--- src/rtl/ecu_cdiv.sv ---
module ecu_cdiv #(
  parameter int W       = 64,
  parameter int DIVISOR = 86400,
  parameter int SPS     = 8,
  parameter int SIDE_W  = 1
) (
  input  logic                            clk,
  input  logic                            rst,
  input  logic                            en,
  input  logic                            in_valid,
  input  logic [W-1:0]                    dividend,
  input  logic [SIDE_W-1:0]               side_in,
  output logic                            out_valid,
  output logic [W-1:0]                    quotient,
  output logic [$clog2(DIVISOR+1)-1:0]    remainder,
  output logic [SIDE_W-1:0]               side_out
);

  localparam int RW  = $clog2(DIVISOR + 1);
  localparam int NST = (W + SPS - 1) / SPS;
  localparam int WP  = NST * SPS;
  // partial dividend of one chunk: remainder so far with the next SPS bits
  localparam int TW  = RW + SPS;
  // rounded-up reciprocal, exact for every partial dividend below 2^TW
  localparam int SH  = TW + $clog2(DIVISOR);
  localparam logic [TW:0] MAGIC =
    (TW + 1)'(((64'd1 << SH) + 64'(DIVISOR) - 64'd1) / 64'(DIVISOR));

  logic [WP-1:0]     acc_o  [NST];
  logic [RW-1:0]     rem_o  [NST];
  logic [SIDE_W-1:0] side_o [NST];
  logic              vld_o  [NST];

  for (genvar s = 0; s < NST; s++) begin : g_st
    logic [WP-1:0]     acc_in;
    logic [RW-1:0]     r_in;
    logic [SIDE_W-1:0] sd_in;
    logic              v_in;
    logic [TW-1:0]     t_in;
    logic [2*TW:0]     prod;
    logic [SPS-1:0]    q_dig;
    logic [TW-1:0]     r_full;
    // digit registers, filled first
    logic [TW-1:0]     t_a;
    logic [WP-1:0]     acc_a;
    logic [SIDE_W-1:0] sd_a;
    logic              v_a;
    // remainder registers, fed from the digit registers
    logic [RW-1:0]     r_b;
    logic [WP-1:0]     acc_b;
    logic [SIDE_W-1:0] sd_b;
    logic              v_b;

    if (s == 0) begin : g_first
      assign acc_in = WP'(dividend);
      assign r_in   = '0;
      assign sd_in  = side_in;
      assign v_in   = in_valid;
    end else begin : g_next
      assign acc_in = acc_o[s-1];
      assign r_in   = rem_o[s-1];
      assign sd_in  = side_o[s-1];
      assign v_in   = vld_o[s-1];
    end

    // quotient digit by reciprocal multiplication
    assign t_in  = {r_in, acc_in[WP-1 -: SPS]};
    assign prod  = {{(TW + 1){1'b0}}, t_in} * {{TW{1'b0}}, MAGIC};
    assign q_dig = prod[SH +: SPS];

    // remainder left after the digit
    assign r_full = t_a - {{RW{1'b0}}, acc_a[SPS-1:0]} * TW'(DIVISOR);

    always_ff @(posedge clk) begin
      if (rst) begin
        v_a <= 1'b0;
        v_b <= 1'b0;
      end else if (en) begin
        v_a <= v_in;
        v_b <= v_a;
      end
    end

    always_ff @(posedge clk) begin
      if (en) begin
        t_a   <= t_in;
        acc_a <= {acc_in[WP-SPS-1:0], q_dig};
        sd_a  <= sd_in;
        r_b   <= r_full[RW-1:0];
        acc_b <= acc_a;
        sd_b  <= sd_a;
      end
    end

    assign acc_o[s]  = acc_b;
    assign rem_o[s]  = r_b;
    assign side_o[s] = sd_b;
    assign vld_o[s]  = v_b;
  end

  assign out_valid = vld_o[NST-1];
  assign quotient  = acc_o[NST-1][W-1:0];
  assign remainder = rem_o[NST-1];
  assign side_out  = side_o[NST-1];

endmodule

--- config.mk ---
export PLATFORM = sky130hd
export DESIGN_NAME = ecu_cdiv
export DESIGN_NICKNAME = d
export VERILOG_FILES = /design/src/rtl/ecu_cdiv.sv
export SDC_FILE = /design/constraint.sdc
export NUM_CORES = 2
export LEC_CHECK = 0
export CAP_MARGIN = 20
export CORE_UTILIZATION = 47
export CTS_BUF_LIST = sky130_fd_sc_hd__clkbuf_16
export DETAILED_ROUTE_END_ITERATION = 10
export DONT_BUFFER_PORTS = 1
export PLACE_DENSITY = 0.67
export RECOVER_POWER = 25
export SYNTH_ARGS = -nofsm -noshare
export SYNTH_HDL_FRONTEND = slang
export SYNTH_SLANG_ARGS = --single-unit
--- constraint.sdc ---
create_clock -name clk -period 8.3 [get_ports clk]
set_input_delay 2.49 -clock clk [delete_from_list [all_inputs] [get_ports clk]]
set_output_delay 2.49 -clock clk [all_outputs]
set_load 0.05 [all_outputs]
==> flow_metrics.env <==
export IMPL_ys_seq_area_share_pct=32.6
export IMPL_synth_cells=8024
export IMPL_hold_violations=0
export IMPL_core_um2=212000
export IMPL_totalWireLength_mm=201
export IMPL_layout_nets=11581
export IMPL_cts_tree="built"
export IMPL_syn_to_final_growth_pct=8.21
export IMPL_antenna_found_initial=1
export IMPL_path_clk_slew_ns=0.06
export IMPL_max_freq_mhz=141
export IMPL_overflow=0
export IMPL_grt_pass1_vias=61637
export IMPL_ctsResizeCount=0
export IMPL_endpoint_kind="flop"
export IMPL_wl_per_cell_um=18.1
export IMPL_gp_congestion=0.942
export IMPL_grt_max_degree=229
export IMPL_htree_levels=4
export IMPL_cp_max_fo=9
export IMPL_cts_setup_buffers=0
export IMPL_clockBufferDepth=3
export IMPL_rsz0062_at_grt="false"
export IMPL_grtUsageTotal_pct=19.5
export IMPL_fin_crit_sh_pct=85.2
export IMPL_synth_edf_count=1081
export IMPL_period_minus_slack_ns=7.07
export IMPL_critical_path_most_common_cell="fa_1"
export IMPL_yosysWarnings=0
export IMPL_die_w_um=464
export IMPL_min_path_type="reg2reg"
export IMPL_ys_types=87
export IMPL_rows=169
export IMPL_crit_type="reg2reg"
export IMPL_path_delay_family="adder cells"
export IMPL_via_per_inst=4.97
export IMPL_cts_root_buf="clkbuf_16"
export IMPL_drive_above_1_share_pct=3.01
export IMPL_cpMaxStageDelayCell="edfxtp_1"
export IMPL_slew_headroom_pct=-1.56
export IMPL_max_stage_delay_ns=0.64
export IMPL_clkLatencyLatePin_ns=0.78
export IMPL_setup_viol=0
export IMPL_cp_cell_sequence="fa_1 > inv_1 > fa_1 > inv_1 > fa_1 > fa_1 > inv_1 > fa_1 > inv_1 > fa_1 > ha_1 > ha_1 > nand4_1 > nor3_2 > nand3_1 > nor4_1 > a211oi_1 > o311ai_2 > nor4_1 > nor3_1 > xnor2_1"
export IMPL_die_area_um2=215000
export IMPL_worst_slew_pin_slew_ns=1.52
export IMPL_clock_skew_ns=0.0314
export IMPL_async_flop_share_pct=0
export IMPL_io_buffer_count=0
export IMPL_grt_pass1_wl_mm=329
export IMPL_synth_seq_cells=1097
export IMPL_cap_violations=0
export IMPL_routed_via_count=55193
export IMPL_critPathLaunchType="flop"
export IMPL_first_pass_iters=9
export IMPL_whs_ns=0.393
export IMPL_start_util_pct=47.3
export IMPL_diodes=0
export IMPL_drc=10
export IMPL_synth_ff_type="edfxtp_1"
export IMPL_syn_area_per_cell_um2=12.5
export IMPL_tns_ns=0
export IMPL_drt_iter0_drc=2681
export IMPL_crit_arrival_ns=7.59
export IMPL_cts_hold_buf=0
export IMPL_num_io_pins=152
export IMPL_hpwl_mm=163
export IMPL_violations="DRC, slew limit"
export IMPL_netlist_area_um2=100000
export IMPL_status="finished with violations"
export IMPL_die_height_um=464
export IMPL_crit_buf_inv=4
export IMPL_fill_cells=18199
export IMPL_tritoncts_num_buffers=130
export IMPL_final_antenna_net_count=0
export IMPL_cts_sinks=1097
export IMPL_report_final_slew_viol_count=29
export IMPL_required_ns=8.82
## Yosys cell counts (5+ instances only)
master / n / area, um^2
inv_1: 2373 / 8910
ha_1: 2113 / 26400
fa_1: 1218 / 24400
edfxtp_1: 1081 / 32500
a21oi_1: 177 / 886
xnor2_1: 138 / 1210
a21o_1: 126 / 946
nor2_1: 103 / 387
nand2_1: 94 / 353
o21ai_0: 86 / 430
xor2_1: 54 / 473
nand3_1: 42 / 210
nand4_1: 38 / 238
nor2b_1: 24 / 150
o21bai_1: 24 / 180
and3_1: 20 / 125
o211ai_1: 20 / 150
o21a_1: 20 / 150
a211oi_1: 18 / 135
nor3_1: 18 / 90.1
nand2b_1: 17 / 106
dfxtp_1: 16 / 320
mux2i_1: 16 / 160
a31oi_1: 15 / 93.8
buf_4: 14 / 105
nor4_1: 12 / 75.1
o21ai_1: 12 / 60.1
a2111oi_0: 8 / 70.1
a21boi_1: 8 / 60.1
a221oi_1: 7 / 61.3
o2111ai_1: 6 / 52.6
o31ai_1: 6 / 45.0
and2_1: 5 / 31.3
## cell families (layout without fill, tap and decap cells)
group	after synthesis	in the layout	synth area share, %
AOI/OAI and AO/OA	584	584	3.80
buffers and inverters	2391	2638	8.99
other	1	14	0.00373
adders and majority gates	3331	3331	50.6
muxes	16	16	0.159
DFF	1097	1097	32.6
xor gates and xnor gates	192	192	1.67
and+or+nand+nor	412	412	2.11
## final cells by class
type	instances	area (um^2)	area share [%]
clock buffer	130	3250	2.99
inverter	2373	8910	8.20
tap	2821	3530	3.25
timing repair buffer	30	325	0.299
clock inverter	105	1210	1.11
multi-input combinational	4549	58700	54.0
sequential	1097	32800	30.2
## stage by stage
stage	instances	area (um^2)	util (%)	setup slack (ns)
after floorplan	8037	100000	-	2.23
after global placement	10870	104000	49.1	1.28
after detailed placement	10870	104000	49.1	1.21
after CTS	11105	109000	51.2	1.19
after global routing	11105	109000	51.2	0.853
final	11105	109000	51.2	1.23
## worst register-to-register path: stages, from the launching register on
cell and delay [ns]:
edfxtp_1 0.64, fa_1 0.61, inv_1 0.05, fa_1 0.51, inv_1 0.05, fa_1 0.46, fa_1 0.50, inv_1 0.05
fa_1 0.47, inv_1 0.05, fa_1 0.44, ha_1 0.29, ha_1 0.32, nand4_1 0.28, nor3_2 0.44, nand3_1 0.13
nor4_1 0.40, a211oi_1 0.23, o311ai_2 0.45, nor4_1 0.09, nor3_1 0.25, xnor2_1 0.09
## registers in the layout, indices dropped and copies added (netlist names)
signal and count:
out_valid 1, g_st.v_a 8, g_st.r_b 110, g_st.t_a 126
g_st.acc_b 356, g_st.sd_b 7, g_st.v_b 7, side_out 1
g_st.acc_a 406, g_st.sd_a 8, remainder 17, quotient 50
## placed cells by master (no fill, tap or decap), drive strengths merged, types with 15 or more instances in the layout
master / count
a211oi: 19
a21o: 126
a21oi: 178
a31oi: 15
and3: 21
buf: 30
clkbuf: 130
clkinv: 57
dfxtp: 16
edfxtp: 1081
fa: 1218
ha: 2113
inv: 2394
mux2i: 16
nand2: 94
nand2b: 17
nand3: 42
nand4: 41
nor2: 103
nor2b: 24
nor3: 19
nor4: 15
o211ai: 20
o21a: 21
o21ai: 99
o21bai: 24
xnor2: 138
xor2: 54
## final timing paths
| check | start | end | slack [ns] | depth (start not counted) |
|---|---|---|---|---|
| setup / recovery | g_st[2].r_b[15] | g_st[3].acc_a[7] | 1.23 | 21 |
| hold / removal | g_st[2].acc_a[26] | g_st[2].acc_b[26] | 0.39 | 0 |
| setup reg to reg | g_st[2].r_b[15] | g_st[3].acc_a[7] | 1.23 | 21 |
| hold reg to reg | g_st[2].acc_a[26] | g_st[2].acc_b[26] | 0.39 | 0 |
## per-layer routing
layer | share of wire [%] | global-route usage [%] | routed length, um | vias up
met5 | 0 | 0 | 0 | -
met4 | 2.8 | 5.49 | 5570 | 0
met3 | 3.4 | 2.56 | 6840 | 313
met2 | 50 | 34.4 | 101000 | 892
met1 | 43 | 24.9 | 87200 | 27730
li1 | - | - | - | 26258
Power is left out: the tool's default activity adds up to more than one toggle a clock period on the data nets, which glitch-free logic cannot reach.
