===== src/rtl/ecu_pkg.sv =====
package ecu_pkg;

  localparam int SECS_PER_DAY = 86400;
  localparam int EPOCH_SHIFT  = 719468;
  localparam int DAYS_PER_ERA = 146097;

  // quotient bits resolved per divider chunk
  localparam int DIV_STEPS = 8;

  localparam int SEC_W  = 64;
  localparam int DAY_W  = 48;
  localparam int ERA_W  = 32;
  localparam int TOD_W  = 17;
  localparam int DOE_W  = 18;
  localparam int YEAR_W = 40;

  typedef struct packed {
    logic [4:0] hour;
    logic [5:0] minute;
    logic [5:0] second;
  } hms_t;

endpackage


===== src/rtl/ecu_date.sv =====
module ecu_date (
  input  logic                clk,
  input  logic                rst,
  input  logic                en,
  input  logic                in_valid,
  input  logic [17:0]         doe,
  input  logic signed [31:0]  era,
  input  ecu_pkg::hms_t       hms_in,
  output logic                out_valid,
  output ecu_pkg::hms_t       hms_out,
  output logic [4:0]          day_of_month,
  output logic [3:0]          month_index,
  output logic signed [39:0]  year_since_1900,
  output logic [2:0]          weekday,
  output logic [8:0]          year_day
);

  localparam logic [18:0] M_1460  = 19'(((64'd1 << 29) + 64'd1459) / 64'd1460);
  localparam logic [18:0] M_36524 = 19'(((64'd1 << 34) + 64'd36523) / 64'd36524);
  localparam logic [18:0] M_7     = 19'(((64'd1 << 21) + 64'd6) / 64'd7);
  localparam logic [18:0] M_365   = 19'(((64'd1 << 27) + 64'd364) / 64'd365);
  localparam logic [9:0]  M_100   = 10'(((64'd1 << 16) + 64'd99) / 64'd100);
  localparam logic [11:0] M_153   = 12'(((64'd1 << 19) + 64'd152) / 64'd153);
  localparam logic [11:0] M_5     = 12'(((64'd1 << 14) + 64'd4) / 64'd5);

  logic v1, v2, v3, v4, v5, v6, v7, v8, v9;

  // stage 1
  logic [17:0]        d1_doe;
  logic [6:0]         d1_a1;
  logic [2:0]         d1_a2;
  logic               d1_a3;
  logic [14:0]        d1_q7;
  logic signed [39:0] d1_e400;
  ecu_pkg::hms_t      d1_hms;
  // stage 2
  logic [17:0]        d2_doe, d2_t;
  logic [2:0]         d2_wd;
  logic signed [39:0] d2_e400;
  ecu_pkg::hms_t      d2_hms;
  // stage 3
  logic [17:0]        d3_doe;
  logic [8:0]         d3_yoe;
  logic [2:0]         d3_wd;
  logic signed [39:0] d3_e400;
  ecu_pkg::hms_t      d3_hms;
  // stage 4
  logic [17:0]        d4_doe, d4_y365;
  logic [8:0]         d4_yoe;
  logic [1:0]         d4_yq100;
  logic [2:0]         d4_wd;
  logic signed [39:0] d4_e400;
  ecu_pkg::hms_t      d4_hms;
  // stage 5 onward
  logic [8:0]         d5_doy, d6_doy, d7_doy, d8_doy;
  logic [8:0]         d5_yoe, d6_yoe, d7_yoe, d8_yoe;
  logic               d5_leap, d6_leap, d7_leap, d8_leap;
  logic [2:0]         d5_wd, d6_wd, d7_wd, d8_wd, d9_wd;
  logic signed [39:0] d5_e400, d6_e400, d7_e400, d8_e400;
  ecu_pkg::hms_t      d5_hms, d6_hms, d7_hms, d8_hms, d9_hms;
  logic [10:0]        d6_n, d8_n2;
  logic [3:0]         d7_mp, d8_mp;
  logic [4:0]         d9_mday;
  logic [3:0]         d9_mon;
  logic signed [39:0] d9_year;
  logic [8:0]         d9_yday;

  logic [36:0] p_a1, p_a2, p_q7, p_yoe;
  logic [17:0] doe3;
  logic [17:0] wd_full;
  logic [18:0] p_y100;
  logic [17:0] doy_full;
  logic [8:0]  y100;
  logic [22:0] p_mp, p_q5;
  logic [8:0]  q5;

  assign doe3    = doe + 18'd3;
  assign p_a1    = {18'b0, doe}  * {18'b0, M_1460};
  assign p_a2    = {18'b0, doe}  * {18'b0, M_36524};
  assign p_q7    = {18'b0, doe3} * {18'b0, M_7};
  assign wd_full = (d1_doe + 18'd3) - 18'({3'b0, d1_q7} * 18'd7);
  assign p_yoe   = {18'b0, d2_t} * {18'b0, M_365};
  assign p_y100  = {10'b0, d3_yoe} * {9'b0, M_100};
  assign doy_full = d4_doe - (d4_y365 + {11'b0, d4_yoe[8:2]} - {16'b0, d4_yq100});
  assign y100    = 9'({7'b0, d4_yq100} * 9'd100);
  assign p_mp    = {12'b0, d6_n} * {11'b0, M_153};
  assign p_q5    = {12'b0, d8_n2} * {11'b0, M_5};
  assign q5      = p_q5[22:14];

  always_ff @(posedge clk) begin
    if (rst) begin
      {v1, v2, v3, v4, v5, v6, v7, v8, v9} <= '0;
    end else if (en) begin
      {v1, v2, v3, v4, v5, v6, v7, v8, v9} <= {in_valid, v1, v2, v3, v4, v5, v6, v7, v8};
    end
  end

  always_ff @(posedge clk) begin
    if (en) begin
      // era fractions and weekday quotient
      d1_doe  <= doe;
      d1_a1   <= p_a1[35:29];
      d1_a2   <= p_a2[36:34];
      d1_a3   <= (doe == 18'(ecu_pkg::DAYS_PER_ERA - 1));
      d1_q7   <= p_q7[35:21];
      d1_e400 <= 40'(era) * 40'sd400;
      d1_hms  <= hms_in;

      d2_doe  <= d1_doe;
      d2_t    <= d1_doe - {11'b0, d1_a1} + {15'b0, d1_a2} - {17'b0, d1_a3};
      d2_wd   <= wd_full[2:0];
      d2_e400 <= d1_e400;
      d2_hms  <= d1_hms;

      // year of era
      d3_doe  <= d2_doe;
      d3_yoe  <= p_yoe[35:27];
      d3_wd   <= d2_wd;
      d3_e400 <= d2_e400;
      d3_hms  <= d2_hms;

      d4_doe   <= d3_doe;
      d4_yoe   <= d3_yoe;
      d4_yq100 <= p_y100[17:16];
      d4_y365  <= 18'({9'b0, d3_yoe} * 18'd365);
      d4_wd    <= d3_wd;
      d4_e400  <= d3_e400;
      d4_hms   <= d3_hms;

      // day of the march-based year, leap flag of the calendar year it starts in
      d5_doy  <= doy_full[8:0];
      d5_yoe  <= d4_yoe;
      d5_leap <= (d4_yoe[1:0] == 2'd0) && ((d4_yoe != y100) || (d4_yoe == 9'd0));
      d5_wd   <= d4_wd;
      d5_e400 <= d4_e400;
      d5_hms  <= d4_hms;

      d6_doy  <= d5_doy;
      d6_n    <= {d5_doy, 2'b00} + {2'b0, d5_doy} + 11'd2;
      d6_yoe  <= d5_yoe;
      d6_leap <= d5_leap;
      d6_wd   <= d5_wd;
      d6_e400 <= d5_e400;
      d6_hms  <= d5_hms;

      // month counted from march
      d7_doy  <= d6_doy;
      d7_mp   <= p_mp[22:19];
      d7_yoe  <= d6_yoe;
      d7_leap <= d6_leap;
      d7_wd   <= d6_wd;
      d7_e400 <= d6_e400;
      d7_hms  <= d6_hms;

      d8_doy  <= d7_doy;
      d8_mp   <= d7_mp;
      d8_n2   <= 11'({7'b0, d7_mp} * 11'd153) + 11'd2;
      d8_yoe  <= d7_yoe;
      d8_leap <= d7_leap;
      d8_wd   <= d7_wd;
      d8_e400 <= d7_e400;
      d8_hms  <= d7_hms;

      // final calendar fields
      d9_mday <= 5'(d8_doy - q5 + 9'd1);
      if (d8_mp < 4'd10) begin
        d9_mon  <= d8_mp + 4'd2;
        d9_yday <= d8_doy + 9'd59 + {8'b0, d8_leap};
        d9_year <= 40'({31'b0, d8_yoe}) + d8_e400 - 40'sd1900;
      end else begin
        d9_mon  <= d8_mp - 4'd10;
        d9_yday <= d8_doy - 9'd306;
        d9_year <= 40'({31'b0, d8_yoe}) + d8_e400 - 40'sd1899;
      end
      d9_wd  <= d8_wd;
      d9_hms <= d8_hms;
    end
  end

  assign out_valid       = v9;
  assign hms_out         = d9_hms;
  assign day_of_month    = d9_mday;
  assign month_index     = d9_mon;
  assign year_since_1900 = d9_year;
  assign weekday         = d9_wd;
  assign year_day        = d9_yday;

endmodule


===== config.mk =====
export PLATFORM = sky130hd
export DESIGN_NAME = ecu_date
export DESIGN_NICKNAME = d
export VERILOG_FILES = /design/src/rtl/ecu_pkg.sv /design/src/rtl/ecu_date.sv
export SDC_FILE = /design/constraint.sdc
export NUM_CORES = 2
export LEC_CHECK = 0
export BUFFER_PORTS_ARGS = -buffer_cell sky130_fd_sc_hd__buf_2
export CAP_MARGIN = 20
export CORE_UTILIZATION = 58
export DETAILED_ROUTE_END_ITERATION = 16
export HOLD_SLACK_MARGIN = 0.12
export PLACE_DENSITY = 0.89
export SLEW_MARGIN = 40
export SYNTH_ARGS = -nofsm -noshare
export SYNTH_HDL_FRONTEND = slang
export SYNTH_SLANG_ARGS = --single-unit

===== constraint.sdc =====
create_clock -name clk -period 5.7 [get_ports clk]
set_input_delay 0.285 -clock clk [delete_from_list [all_inputs] [get_ports clk]]
set_output_delay 0.285 -clock clk [all_outputs]
set_load 0.02 [all_outputs]

==> flow_metrics.py <==
metrics = {
    "synthesis": {
        "synth_area_leaders": "edfxtp_1, ha_1, fa_1, inv_1, xnor2_1",
        "synthArstFlopShare_pct": 0,
        "ys_seq_area_share_pct": 41.2,
        "synth_top_area_cell": "edfxtp_1",
        "syn-num-nets": 5624,
        "ys_ff_latch": 741,
        "synth_cells": 4189,
        "synth.avg_cell_area_um2": 12.8,
        "synth_simple_gate_area_share_pct": 3.56,
        "synth_top_family_by_area": "adder cells",
        "yosysUniqueCellTypes": 82,
        "synth_compound_area_share_pct": 4.54,
        "yosysTopAreaCellShare_pct": 40.9,
        "synth_edf_count": 732,
        "synth_ff_type": "edfxtp_1",
        "synth_fa_ha_area_share_pct": 38.7,
        "synth_xor_area_share_pct": 3.91,
        "synth_mux_area_share_pct": 0.279,
        "yosys_warnings": 0,
        "syn_area_um2": 53800,
    },
    "place": {
        "placed_cells": 5823,
        "hpwl_um": 84200,
        "port_buffers": 149,
        "place_ws_ns": -0.453,
        "placed_cell_area_um2": 58100,
        "place.gp.congestion": 0.934,
    },
    "finish": {
        "fillers": 5908,
        "drive_gt1_share_pct": 14.6,
        "areaGrowthSynthToFinish_pct": 14.9,
        "stdcell_area_um2": 61800,
        "fin_cells": 6025,
        "layout.nets": 6151,
    },
    "global_routing": {
        "grt.busiest_layer": "met2",
        "grt_max_degree": 175,
        "grt_usage_pct": 24.0,
        "use_met2_pct": 43.1,
        "grt_pass1_wl_um": 177000,
        "first_global_vias": 34800,
        "grtUsageMet3_pct": 2.91,
        "antenna_found_initial": 8,
        "overflow": 0,
        "use_met1_pct": 28.7,
    },
    "timing": {
        "setup_viol": 2,
        "hold_viol": 0,
        "fin_ws_ns": -0.0805,
        "fin_crit_ns": 5.78,
        "rsz0062_at_grt": "yes",
        "skew_ns": 0.0468,
        "final.period_utilization_pct": 101,
        "fmax_mhz": 173,
        "relSlewSlack_pct": 46.6,
        "slew_viol_final": 0,
        "worstMarginPinSlew_ns": 0.791,
    },
    "cts": {
        "clkSlewWorstSetupHoldPaths_ns": 0.07,
        "cts_max_level": 3,
        "cts.sinks": 741,
        "cts_tree": "done",
        "clk_latency_ns": 0.65,
        "cts-root-buf": "clkbuf_16",
        "cts_buffers": 74,
        "clockBufferDepth": 3,
    },
    "floorplanning": {
        "core_area_um2": 91800,
        "die_w_um": 306,
        "num_rows": 111,
        "die_h_um": 306,
        "io-pin-count": 150,
        "die_area_um2": 93900,
        "initial_core_util_pct": 58.6,
    },
    "route": {
        "wl_per_cell_um": 18.5,
        "routed_via_density": 5.32,
        "drc": 0,
        "dr.pass1.iters": 6,
        "wirelength_um": 111000,
        "ant_nets": 0,
        "vias": 32100,
        "dr.first_iter.drc_count": 2010,
    },
    "hold_path": {
        "hold_depth": 2,
        "min_from": "doe[0]",
        "hold_path.class": "in -> reg",
        "hold_end": "d1_doe[0]",
    },
    "setup_path": {
        "cp_max_fo": 4,
        "ff2ff_path_depth": 20,
        "max_stage_delay_ns": 0.56,
        "reg2reg_slack_ns": -0.08,
        "path_class": "reg -> reg",
        "crit_required_ns": 6.06,
        "crit_path_end_kind": "flop",
        "r2r-end": "d3_yoe[8]",
        "critical_path_arrival_ns": 6.14,
        "start_kind": "flop",
        "critPathSlowestCell": "fa_1",
        "crit_top_cell": "fa_1",
        "reg2reg_from": "d2_t[9]",
        "path_cells": "buf_4, fa_1, ha_1, fa_1, fa_1, inv_1, fa_1, fa_1, inv_1, ha_1, and3_4, nand3_4, a21oi_1, o31ai_2, a21oi_2, a31oi_2, a21oi_2, a211o_1, a21oi_2, xnor2_1",
    },
    "run": {
        "drv_cap": 0,
    },
    "run_status": {
        "violations": "negative setup slack",
        "status": "finished with violations",
    },
}
critical path, delay by kind of cell (launching register included):
family,cells,cell delay [ns]
buf+inv,3,0.30
xor+xnor,1,0.08
fa+ha+maj,7,3.13
flops,1,0.49
simple gates,2,0.25
compound gates,7,1.30
cells in the mapped netlist (all sizes together) (13+ instances only):
cell type	n
inv	1084
ha	868
edfxtp	732
fa	496
xnor2	195
nor2	90
a21oi	88
nand2	77
o21ai	68
a21o	59
xor2	45
nor3	42
nand3	36
and3	27
o21a	23
nand4	19
o21bai	19
nor2b	18
a31oi	17
mux2i	15
nand2b	14
buf	13
flip-flops by register name (all words and copies together) (netlist names), 18 cells and up:
name	cells
d7_e400	36
d2_t	18
d5_e400	36
d2_e400	36
d4_e400	36
d1_e400	36
d3_e400	36
d6_e400	36
d1_doe	18
year_since_1900	40
d8_e400	36
routing by layer:
layer / vias to the layer above / wire, µm
met5: - / 55
met4: 8 / 5110
met3: 325 / 5040
met2: 1019 / 57900
met1: 15800 / 43300
li1: 14900 / -
area by class of cell:
type	instances	area (µm²)	area share [%]
tap	1243	1560	2.52
timing repair buffer	471	3430	5.56
clock buffer	92	1960	3.17
clock inverter	45	579	0.938
antenna	5	12.5	0.0203
multi-input combinational	2344	28000	45.3
sequential	741	22200	35.9
inverter	1084	4070	6.59
layout by cell type, fill, tap and decap left out, types with 19 or more instances in the layout:
master         count
buf_4            275
edfxtp_1         732
o21ai_0           58
clkbuf_16         74
buf_2            148
nand3_1           31
nor3_1            38
nand2_1           75
a21oi_1           79
fa_1             488
nor2_1            84
xnor2_1          191
xor2_1            45
and3_1            26
a21o_1            58
ha_4              27
ha_1             834
nand4_1           19
o21a_1            23
inv_2             19
dlygate4sd3_1     27
inv_1           1064
per-stage QoR:
stage               util, %  hold slack (ns)  TNS (ns)
global placement       63.2            0.400     -2.37
CTS                    66.8            0.124   -0.0273
finish                 67.3            0.157    -0.103
global route           67.3            0.157     -1.42
floorplan                 -            0.384         0
detailed placement     63.2            0.405     -4.56
cells by family after synthesis:
family,after synthesis
buffers and inverters,1104
adder cells (fa/ha/maj),1364
multiplexers,15
AND/OR/NAND/NOR,365
AO/OA/AOI/OAI,360
flip-flops,741
XOR/XNOR,240
how the worst max path moves through the flow:
| stage | start | endpoint | slack [ns] | depth (start not counted) |
|---|---|---|---|---|
| 2_1_floorplan | doe[3] | d1_a1[6] | 0.01 | 22 |
| 3_3_place_gp | doe[4] | d1_a1[6] | -0.30 | 21 |
| 3_5_place_dp | doe[3] | d1_q7[2] | -0.45 | 28 |
| 4_1_cts | d2_t[5] | d3_yoe[8] | -0.03 | 22 |
| 5_1_grt | d2_t[9] | d3_yoe[8] | -0.28 | 20 |
| 6_report | d2_t[9] | d3_yoe[8] | -0.08 | 20 |
timing repair:
item                                    4_1_cts  5_1_grt
resized for setup                            44       80
gates cloned                                  0        0
pin swaps                                    46       88
hold buffers                                 27        0
endpoints found under the setup margin       12       16
endpoints found under the hold margin        69        0
buffers inserted                             22       14
Power is left out: the tool's default activity adds up to more than one toggle a clock period on the data nets, which glitch-free logic cannot reach.
