===== src/rtl/ecu_pkg.sv =====
package ecu_pkg;

  localparam int SECS_PER_DAY = 86400;
  localparam int EPOCH_SHIFT  = 719468;
  localparam int DAYS_PER_ERA = 146097;

  // quotient bits resolved per divider chunk
  localparam int DIV_STEPS = 8;

  localparam int SEC_W  = 64;
  localparam int DAY_W  = 48;
  localparam int ERA_W  = 32;
  localparam int TOD_W  = 17;
  localparam int DOE_W  = 18;
  localparam int YEAR_W = 40;

  typedef struct packed {
    logic [4:0] hour;
    logic [5:0] minute;
    logic [5:0] second;
  } hms_t;

endpackage


===== src/rtl/ecu_tod.sv =====
module ecu_tod #(
  parameter int SIDE_W = 48
) (
  input  logic                     clk,
  input  logic                     rst,
  input  logic                     en,
  input  logic                     in_valid,
  input  logic [16:0]              sec_of_day,
  input  logic [SIDE_W-1:0]        side_in,
  output logic                     out_valid,
  output ecu_pkg::hms_t            hms,
  output logic [SIDE_W-1:0]        side_out
);

  localparam logic [17:0] M_3600 = 18'(((64'd1 << 29) + 64'd3599) / 64'd3600);
  localparam logic [12:0] M_60   = 13'(((64'd1 << 18) + 64'd59) / 64'd60);

  logic              v1, v2, v3, v4;
  logic [16:0]       t1_rest;
  logic [4:0]        t1_hour, t2_hour, t3_hour, t4_hour;
  logic [11:0]       t2_rem, t3_rem;
  logic [5:0]        t3_min, t4_min, t4_sec;
  logic [SIDE_W-1:0] t1_sd, t2_sd, t3_sd, t4_sd;

  logic [34:0] p_hour;
  logic [24:0] p_min;
  logic [16:0] hour_secs;
  logic [11:0] min_secs;

  assign p_hour    = {18'b0, sec_of_day} * {17'b0, M_3600};
  assign hour_secs = 17'({12'b0, t1_hour} * 17'd3600);
  assign p_min     = {13'b0, t2_rem} * {12'b0, M_60};
  assign min_secs  = 12'({6'b0, t3_min} * 12'd60);

  always_ff @(posedge clk) begin
    if (rst) begin
      v1 <= 1'b0;
      v2 <= 1'b0;
      v3 <= 1'b0;
      v4 <= 1'b0;
    end else if (en) begin
      v1 <= in_valid;
      v2 <= v1;
      v3 <= v2;
      v4 <= v3;
    end
  end

  always_ff @(posedge clk) begin
    if (en) begin
      t1_rest <= sec_of_day;
      t1_hour <= p_hour[33:29];
      t1_sd   <= side_in;

      t2_hour <= t1_hour;
      t2_rem  <= 12'(t1_rest - hour_secs);
      t2_sd   <= t1_sd;

      t3_hour <= t2_hour;
      t3_rem  <= t2_rem;
      t3_min  <= p_min[23:18];
      t3_sd   <= t2_sd;

      t4_hour <= t3_hour;
      t4_min  <= t3_min;
      t4_sec  <= 6'(t3_rem - min_secs);
      t4_sd   <= t3_sd;
    end
  end

  assign out_valid  = v4;
  assign hms.hour   = t4_hour;
  assign hms.minute = t4_min;
  assign hms.second = t4_sec;
  assign side_out   = t4_sd;

endmodule


===== config.mk =====
export PLATFORM = sky130hd
export DESIGN_NAME = ecu_tod
export DESIGN_NICKNAME = d
export VERILOG_FILES = /design/src/rtl/ecu_pkg.sv /design/src/rtl/ecu_tod.sv
export SDC_FILE = /design/constraint.sdc
export NUM_CORES = 1
export LEC_CHECK = 0
export BUFFER_PORTS_ARGS = -buffer_cell sky130_fd_sc_hd__buf_2
export CAP_MARGIN = 20
export CORE_MARGIN = 5
export CORE_UTILIZATION = 40
export DETAILED_ROUTE_END_ITERATION = 8
export RECOVER_POWER = 100
export SYNTH_ARGS = -nofsm -noshare
export SYNTH_HDL_FRONTEND = slang
export SYNTH_SLANG_ARGS = --single-unit

===== constraint.sdc =====
create_clock -name clk -period 6.95 [get_ports clk]
set_input_delay 1.7375 -clock clk [delete_from_list [all_inputs] [get_ports clk]]
set_output_delay 1.7375 -clock clk [all_outputs]
set_load 0.01 [all_outputs]

==> results of run 1 <==
placed cells by master (no fill, tap or decap), drive strengths merged, types with 5 or more instances in the layout:
master,n
edfxtp,260
ha,228
inv,202
clkbuf,118
fa,77
buf,46
a21oi,40
xnor2,23
nand2,23
o21ai,19
nor2,16
nand3,8
xor2,7
nand4,7
nor3,7
clkinv,6
a21o,5
bufinv,5
clkinvlp,5
final cells by class:
type,count,area (um2)
fill,3198,19080
multi-input combinational,509,5642
clock inverter,18,249.0
timing repair buffer,137,575.6
inverter,200,750.7
tap,461,576.8
clock buffer,27,633.1
sequential,264,7888
registers in the layout (all words and copies together) (netlist names):
name,cells
t1_hour,5
t3_hour,5
t4_min,6
t4_sec,6
t2_sd,48
v2,1
t3_sd,48
t2_rem,12
v3,1
t2_hour,5
t1_sd,48
side_out,48
t3_min,6
out_valid,1
v1,1
t4_hour,5
t3_rem,6
t1_rest,12
per-stage QoR:
| step | setup slack (ps) | util, % |
|---|---|---|
| after global placement | 331.8 | 44.01 |
| after floorplan | 743.4 | - |
| after CTS | 828.9 | 46.50 |
| final | 640.2 | 46.09 |
| after detailed placement | 267.2 | 44.01 |
| after global routing | 300.0 | 46.09 |
logic make-up (layout without fill, tap and decap cells):
kind of cell | count (synthesis) | after routing | synth area share (%)
fa+ha+maj | 305 | 305 | 30.75
flops | 264 | 264 | 55.20
buf+inv | 201 | 382 | 5.280
compound gates | 92 | 92 | 3.905
simple gates | 78 | 78 | 2.741
xor+xnor | 30 | 30 | 1.839
mux | 4 | 4 | 0.2802
cell usage after synthesis, drive strengths merged, types with 2 or more instances:
master and number:
nor3 7, o211ai 4, a21o 5, nor2 16
edfxtp 260, a211oi 2, nor2b 4, and3 2
o21a 4, mux2i 4, nand4 7, o21bai 2
ha 228, a31oi 2, fa 77, a21oi 40
xor2 7, or2 3, inv 200, nand3 8
o21ai 19, nand2 23, dfxtp 4, o221ai 2
nand2b 4, o31ai 3, o22ai 2, xnor2 23
metal layers:
metal  track usage, %  vias up
met5                0        -
met3            1.778       30
met4            2.989        0
li1                 -     3730
met1            17.22     3594
met2            21.89      146
critical path, delay by kind of cell:
family | cells | cell delay, ps
simple gates | 2 | 420
buf+inv | 6 | 740
compound gates | 2 | 300
xor+xnor | 1 | 140
fa+ha+maj | 7 | 3220
worst max path at each step:
stage               cells past startpoint    endpoint  slack (ps)
floorplan                              17  t1_hour[2]         740
global placement                       18  t1_hour[4]         330
detailed placement                     18  t1_hour[0]         270
CTS                                    18  t1_hour[0]         830
global route                           18  t1_hour[4]         300
finish                                 18  t1_hour[0]         640
power groups by stage:
stage	registers [W]	logic, W	clock network (W)
after floorplan	0.00213	0.00223	0
after global placement	0.00214	0.00293	0
after detailed placement	0.00215	0.00298	0
after CTS	0.00211	0.00301	0.00148
after global routing	0.00213	0.00347	0.00154
final	0.00211	0.00295	0.00143
==> impl_metrics.yaml, run 1 <==
power:
  p_sw_share_pct: 35.97
  p_int_w: 0.004156
  totalPowerFinal_w: 0.006491
  p_switching_w: 0.002335
  clock_power_share_pct: 22.0
  max-vdd-ir-drop_uv: 264.3
  power_density_mw_per_mm2: 397.9
  p_seq_share_pct: 32.6
  leakage_nw: 7.109
  power_frac_comb_pct: 45.5
synth:
  yosysTopAreaCellShare_pct: 54.64
  synth-edff-count: 260
  synth_ff_type: "edfxtp_1"
  synth_top_area_cell: "edfxtp_1"
  syn_avg_cell_area_um2: 14.67
  ys_async_sr_fraction_pct: 0
  ys_ff_latch: 264
  synthCells: 974
  ys_seq_area_share_pct: 55.20
  syn_area_mm2: 0.01429
  synthTopCellsByArea: "edfxtp_1 (55%), ha_1 (20%), fa_1 (11%), inv_1 (5.3%), xnor2_1 (1.4%)"
  ys_types: 45
  synth_warnings: 0
  synth_nets: 1348
global_route:
  antenna_found_initial: 0
  grt_max_degree: 153
  grt_pass1_wl_um: 40300
  track_usage_pct: 12.72
  overflow: 0
  grt_pass1_vias: 7828
min_path:
  hold_depth: 0
  holdCritPathClass: "flop to flop"
  min_to: "t2_sd[36]"
  min_from: "t1_sd[36]"
clocking:
  clock-root-buffer: "clkbuf_16"
  tritoncts: "done"
  cts_resized: 0
  cts_hold_buf: 0
  postCtsSetupRepairBufs: 0
  numCtsBuffers: 25
  clk_pin_slew_ps: 60
  insertion_delay_ps: 520
  htreeDepth: 1
  clock_sinks: 264
  clockBufferDepth: 3
finish:
  layout.nets: 1511
  drive_gt1_share_pct: 8.485
  synthToLayoutAreaGrowth_pct: 14.18
  antennaDiodeCount: 0
  final_cell_count_no_fill: 1616
  fin_area_mm2: 0.01631
detailed_routing:
  wl_met1_um: 11190
  vias: 7500
  drtAntennaViolNets: 0
  route.detailed.drc: 0
  dr_wl_met3_um: 1109
  drtPass1Iterations: 4
  avgViaCountPerCell: 4.641
  dr_wl_met2_um: 12230
  initialDrtViolationCount: 250
  dr.max_layer_used: "met4"
  detail_route.wl_per_cell_um: 15.46
  routed_wl_um: 24990
timing:
  fin_hold_ws_ps: 413.3
  finalSetupTns_ps: 0
  max_freq_mhz: 158.5
  tightest_slew_ps: 2711
  slew_headroom_pct: -80.76
  setup_violations: 0
  rsz0062_at_grt: "no"
  fin_crit_sh_pct: 90.79
  finClkSkew_ps: 11.83
  period_needed_ps: 6310
  slew_violations: 267
  hold_viol_final: 0
setup_path:
  crit_fanout: 9
  path_cells: "clkbuf_1 > inv_1 > ha_1 > fa_1 > fa_1 > inv_1 > fa_1 > fa_1 > inv_1 > fa_1 > inv_1 > ha_1 > inv_1 > nor3_2 > nand4_1 > o21ai_0 > a311oi_1 > xnor2_1"
  reg2reg_slack_ps: 3280
  critPathRequiredTime_ps: 7220
  critPathLaunchType: "primary input"
  r2r-start: "t2_rem[3]"
  max_stage_delay_ps: 540
  cp.arrival_ps: 6580
  r2r_cells: 13
  end_kind: "flop"
  r2r-end: "t3_min[5]"
  cp_slowest_cell: "fa_1"
  setup.worst_path.start: "sec_of_day[6]"
  critPathKind: "primary input to flop"
place:
  placed_area_mm2: 0.01558
  dp_hpwl_um: 19580
  port-buffer-count: 134
  gp_congestion: 0.8307
  placed_cells: 1571
die:
  initial_utilization_pct: 40.37
  core-area_mm2: 0.03540
  ios: 135
  fp.dieH_um: 199
  die_area_mm2: 0.03960
  die_w_um: 199
  num_rows: 69
status:
  status: "complete, but fails checks"
  violations: "max-capacitance violations, max-slew violations"
run:
  maxCapViolCount: 2
Note: power is estimated with default switching activity, not from simulation.
==> run 2: changes to the inputs <==
--- a/config.mk
+++ b/config.mk
@@ -5,6 +5,7 @@
 export SDC_FILE = /design/constraint.sdc
 export NUM_CORES = 1
 export LEC_CHECK = 0
+export ABC_AREA = 1
 export BUFFER_PORTS_ARGS = -buffer_cell sky130_fd_sc_hd__buf_2
 export CAP_MARGIN = 20
 export CORE_MARGIN = 5
==> impl_metrics.yaml, run 2 <==
status:
  status: "complete, but fails checks"
  violations: "max-capacitance violations, max-slew violations"
detailed_routing:
  drtAntennaViolNets: 0
  avgViaCountPerCell: 4.636
  initialDrtViolationCount: 364
  routed_wl_um: 27590
  drtPass1Iterations: 4
  vias: 8516
  route.detailed.drc: 0
  detail_route.wl_per_cell_um: 15.02
synth:
  syn_avg_cell_area_um2: 12.65
  syn_area_mm2: 0.01498
  synth_warnings: 0
  synthCells: 1184
  yosysTopAreaCellShare_pct: 52.11
  ys_seq_area_share_pct: 52.65
  ys_types: 34
  synth_most_common_cell: "edfxtp_1"
  synth_nets: 1558
  synth-edff-count: 260
  ys_ff_latch: 264
  ys_async_sr_fraction_pct: 0
  synth_ff_type: "edfxtp_1"
  synth_top_area_cell: "edfxtp_1"
  ys_top_cells_by_count: "edfxtp_1 (260), inv_1 (250), ha_1 (228)"
  synthTopCellsByArea: "edfxtp_1 (52%), ha_1 (19%), fa_1 (10%), inv_1 (6.3%), nand2_1 (4.1%)"
finish:
  fin_area_mm2: 0.01699
  layout.nets: 1723
  final_cell_mix: "edfxtp_1 (260), inv_1 (250), ha_1 (228), nand2_1 (162), clkbuf_1 (87)"
  drive_gt1_share_pct: 7.675
  synthToLayoutAreaGrowth_pct: 13.42
  layout_commonest_cell: "edfxtp_1"
global_route:
  grt_pass1_vias: 8710
  track_usage_pct: 13.20
  gr-usage-met1_pct: 17.41
  grt_use_met3_pct: 1.542
  use_met2_pct: 23.19
  grt_max_degree: 140
  overflow: 0
  grt_pass1_wl_um: 44220
  antenna_found_initial: 1
  busiest_layer: "met2"
setup_path:
  crit_fanout: 8
  critPathLaunchType: "primary input"
  cp.arrival_ps: 6490
  critPathRequiredTime_ps: 7260
  critPathKind: "primary input to flop"
  end_kind: "flop"
power:
  totalPowerFinal_w: 0.007043
  max-vdd-ir-drop_uv: 191.8
  leakage_nw: 7.816
  power_density_mw_per_mm2: 414.5
timing:
  slew_violations: 268
  rsz0062_at_grt: "no"
  finalSetupTns_ps: 0
  max_freq_mhz: 161.8
  period_needed_ps: 6181
  finClkSkew_ps: 10.45
  setup_violations: 0
  hold_viol_final: 0
  slew_headroom_pct: -98.31
  fin_crit_sh_pct: 88.93
  tightest_slew_ps: 2975
die:
  num_rows: 70
  die_area_mm2: 0.04142
  fp.dieH_um: 203.5
  ios: 135
  die_w_um: 203.5
  core-area_mm2: 0.03679
  initial_utilization_pct: 40.73
clocking:
  clk_pin_slew_ps: 70
  clockBufferDepth: 3
  cts_hold_buf: 0
  tritoncts: "done"
  cts_resized: 0
  htreeDepth: 1
  clock_sinks: 264
  numCtsBuffers: 27
  postCtsSetupRepairBufs: 0
  insertion_delay_ps: 540
  clock-root-buffer: "clkbuf_16"
min_path:
  holdCritPathClass: "flop to flop"
place:
  placed_area_mm2: 0.01628
  dp_hpwl_um: 21830
  port-buffer-count: 134
  gp_congestion: 0.8532
run:
  maxCapViolCount: 2
-- run 2: cells by family (layout without fill, tap and decap cells) --
logic type,count (synthesis),count (layout),synth area share (%)
fa+ha+maj,305,305,29.33
flops,264,264,52.65
simple gates,262,262,7.500
buf+inv,250,434,6.264
compound gates,81,81,2.973
xor+xnor,22,22,1.286
other cells,0,1,0
-- run 2: cell type report --
cell class / count / area (um2)
fillers: 3368 / 19790
clock buffers: 30 / 686.9
diodes: 1 / 2.502
well taps: 468 / 585.6
repair buffers: 136 / 578.1
inverters: 250 / 938.4
clock inverters: 18 / 172.7
multi-input cells: 670 / 6141
flip-flops and latches: 264 / 7888
-- run 2: report_power, final --
| part | switching, W | total, W | internal, W |
|---|---|---|---|
| combinational | 0.00220 | 0.00355 | 0.00135 |
| clock | 0.000589 | 0.00138 | 0.000795 |
| sequential | 0.0000843 | 0.00211 | 0.00202 |
| total | 0.00287 | 0.00704 | 0.00417 |
-- run 2: per-stage QoR --
stage	util (%)	setup slack, ps	hold WS, ps	cells
4_1_cts	46.58	1071	415.5	1836
3_5_place_dp	44.24	493.9	404.5	1788
6_report	46.19	769.0	414.9	1837
3_3_place_gp	44.24	519.0	400.2	1788
5_1_grt	46.19	444.0	418.2	1837
2_1_floorplan	-	945.9	400.3	1184
-- run 2: critical path: stages --
cell and delay [ps]:
clkbuf_1 450, inv_1 100, ha_1 300, inv_1 40
ha_1 350, fa_1 510, inv_1 60, fa_1 530
inv_1 60, fa_1 520, inv_1 60, fa_1 530
inv_1 40, ha_1 340, nand2_1 120, nor2_1 220
nand4_2 130, nor3_1 160, nand2_1 90, nand3_1 90
nand2_1 50
-- run 2: worst paths after layout --
check	startpoint	to	slack, ps	cells after the start
worst max-delay path	sec_of_day[9]	t1_hour[0]	770	21
worst min-delay path	t2_sd[34]	t3_sd[34]	410	0
worst max register to register	t2_rem[4]	t3_min[5]	3470	14
worst min register to register	t2_sd[34]	t3_sd[34]	410	0
-- run 2: routing by layer --
metal,up-vias,routed length (um)
li1,4300,-
met1,4039,12410
met2,139,13540
met3,38,1014
met4,0,626
met5,-,0
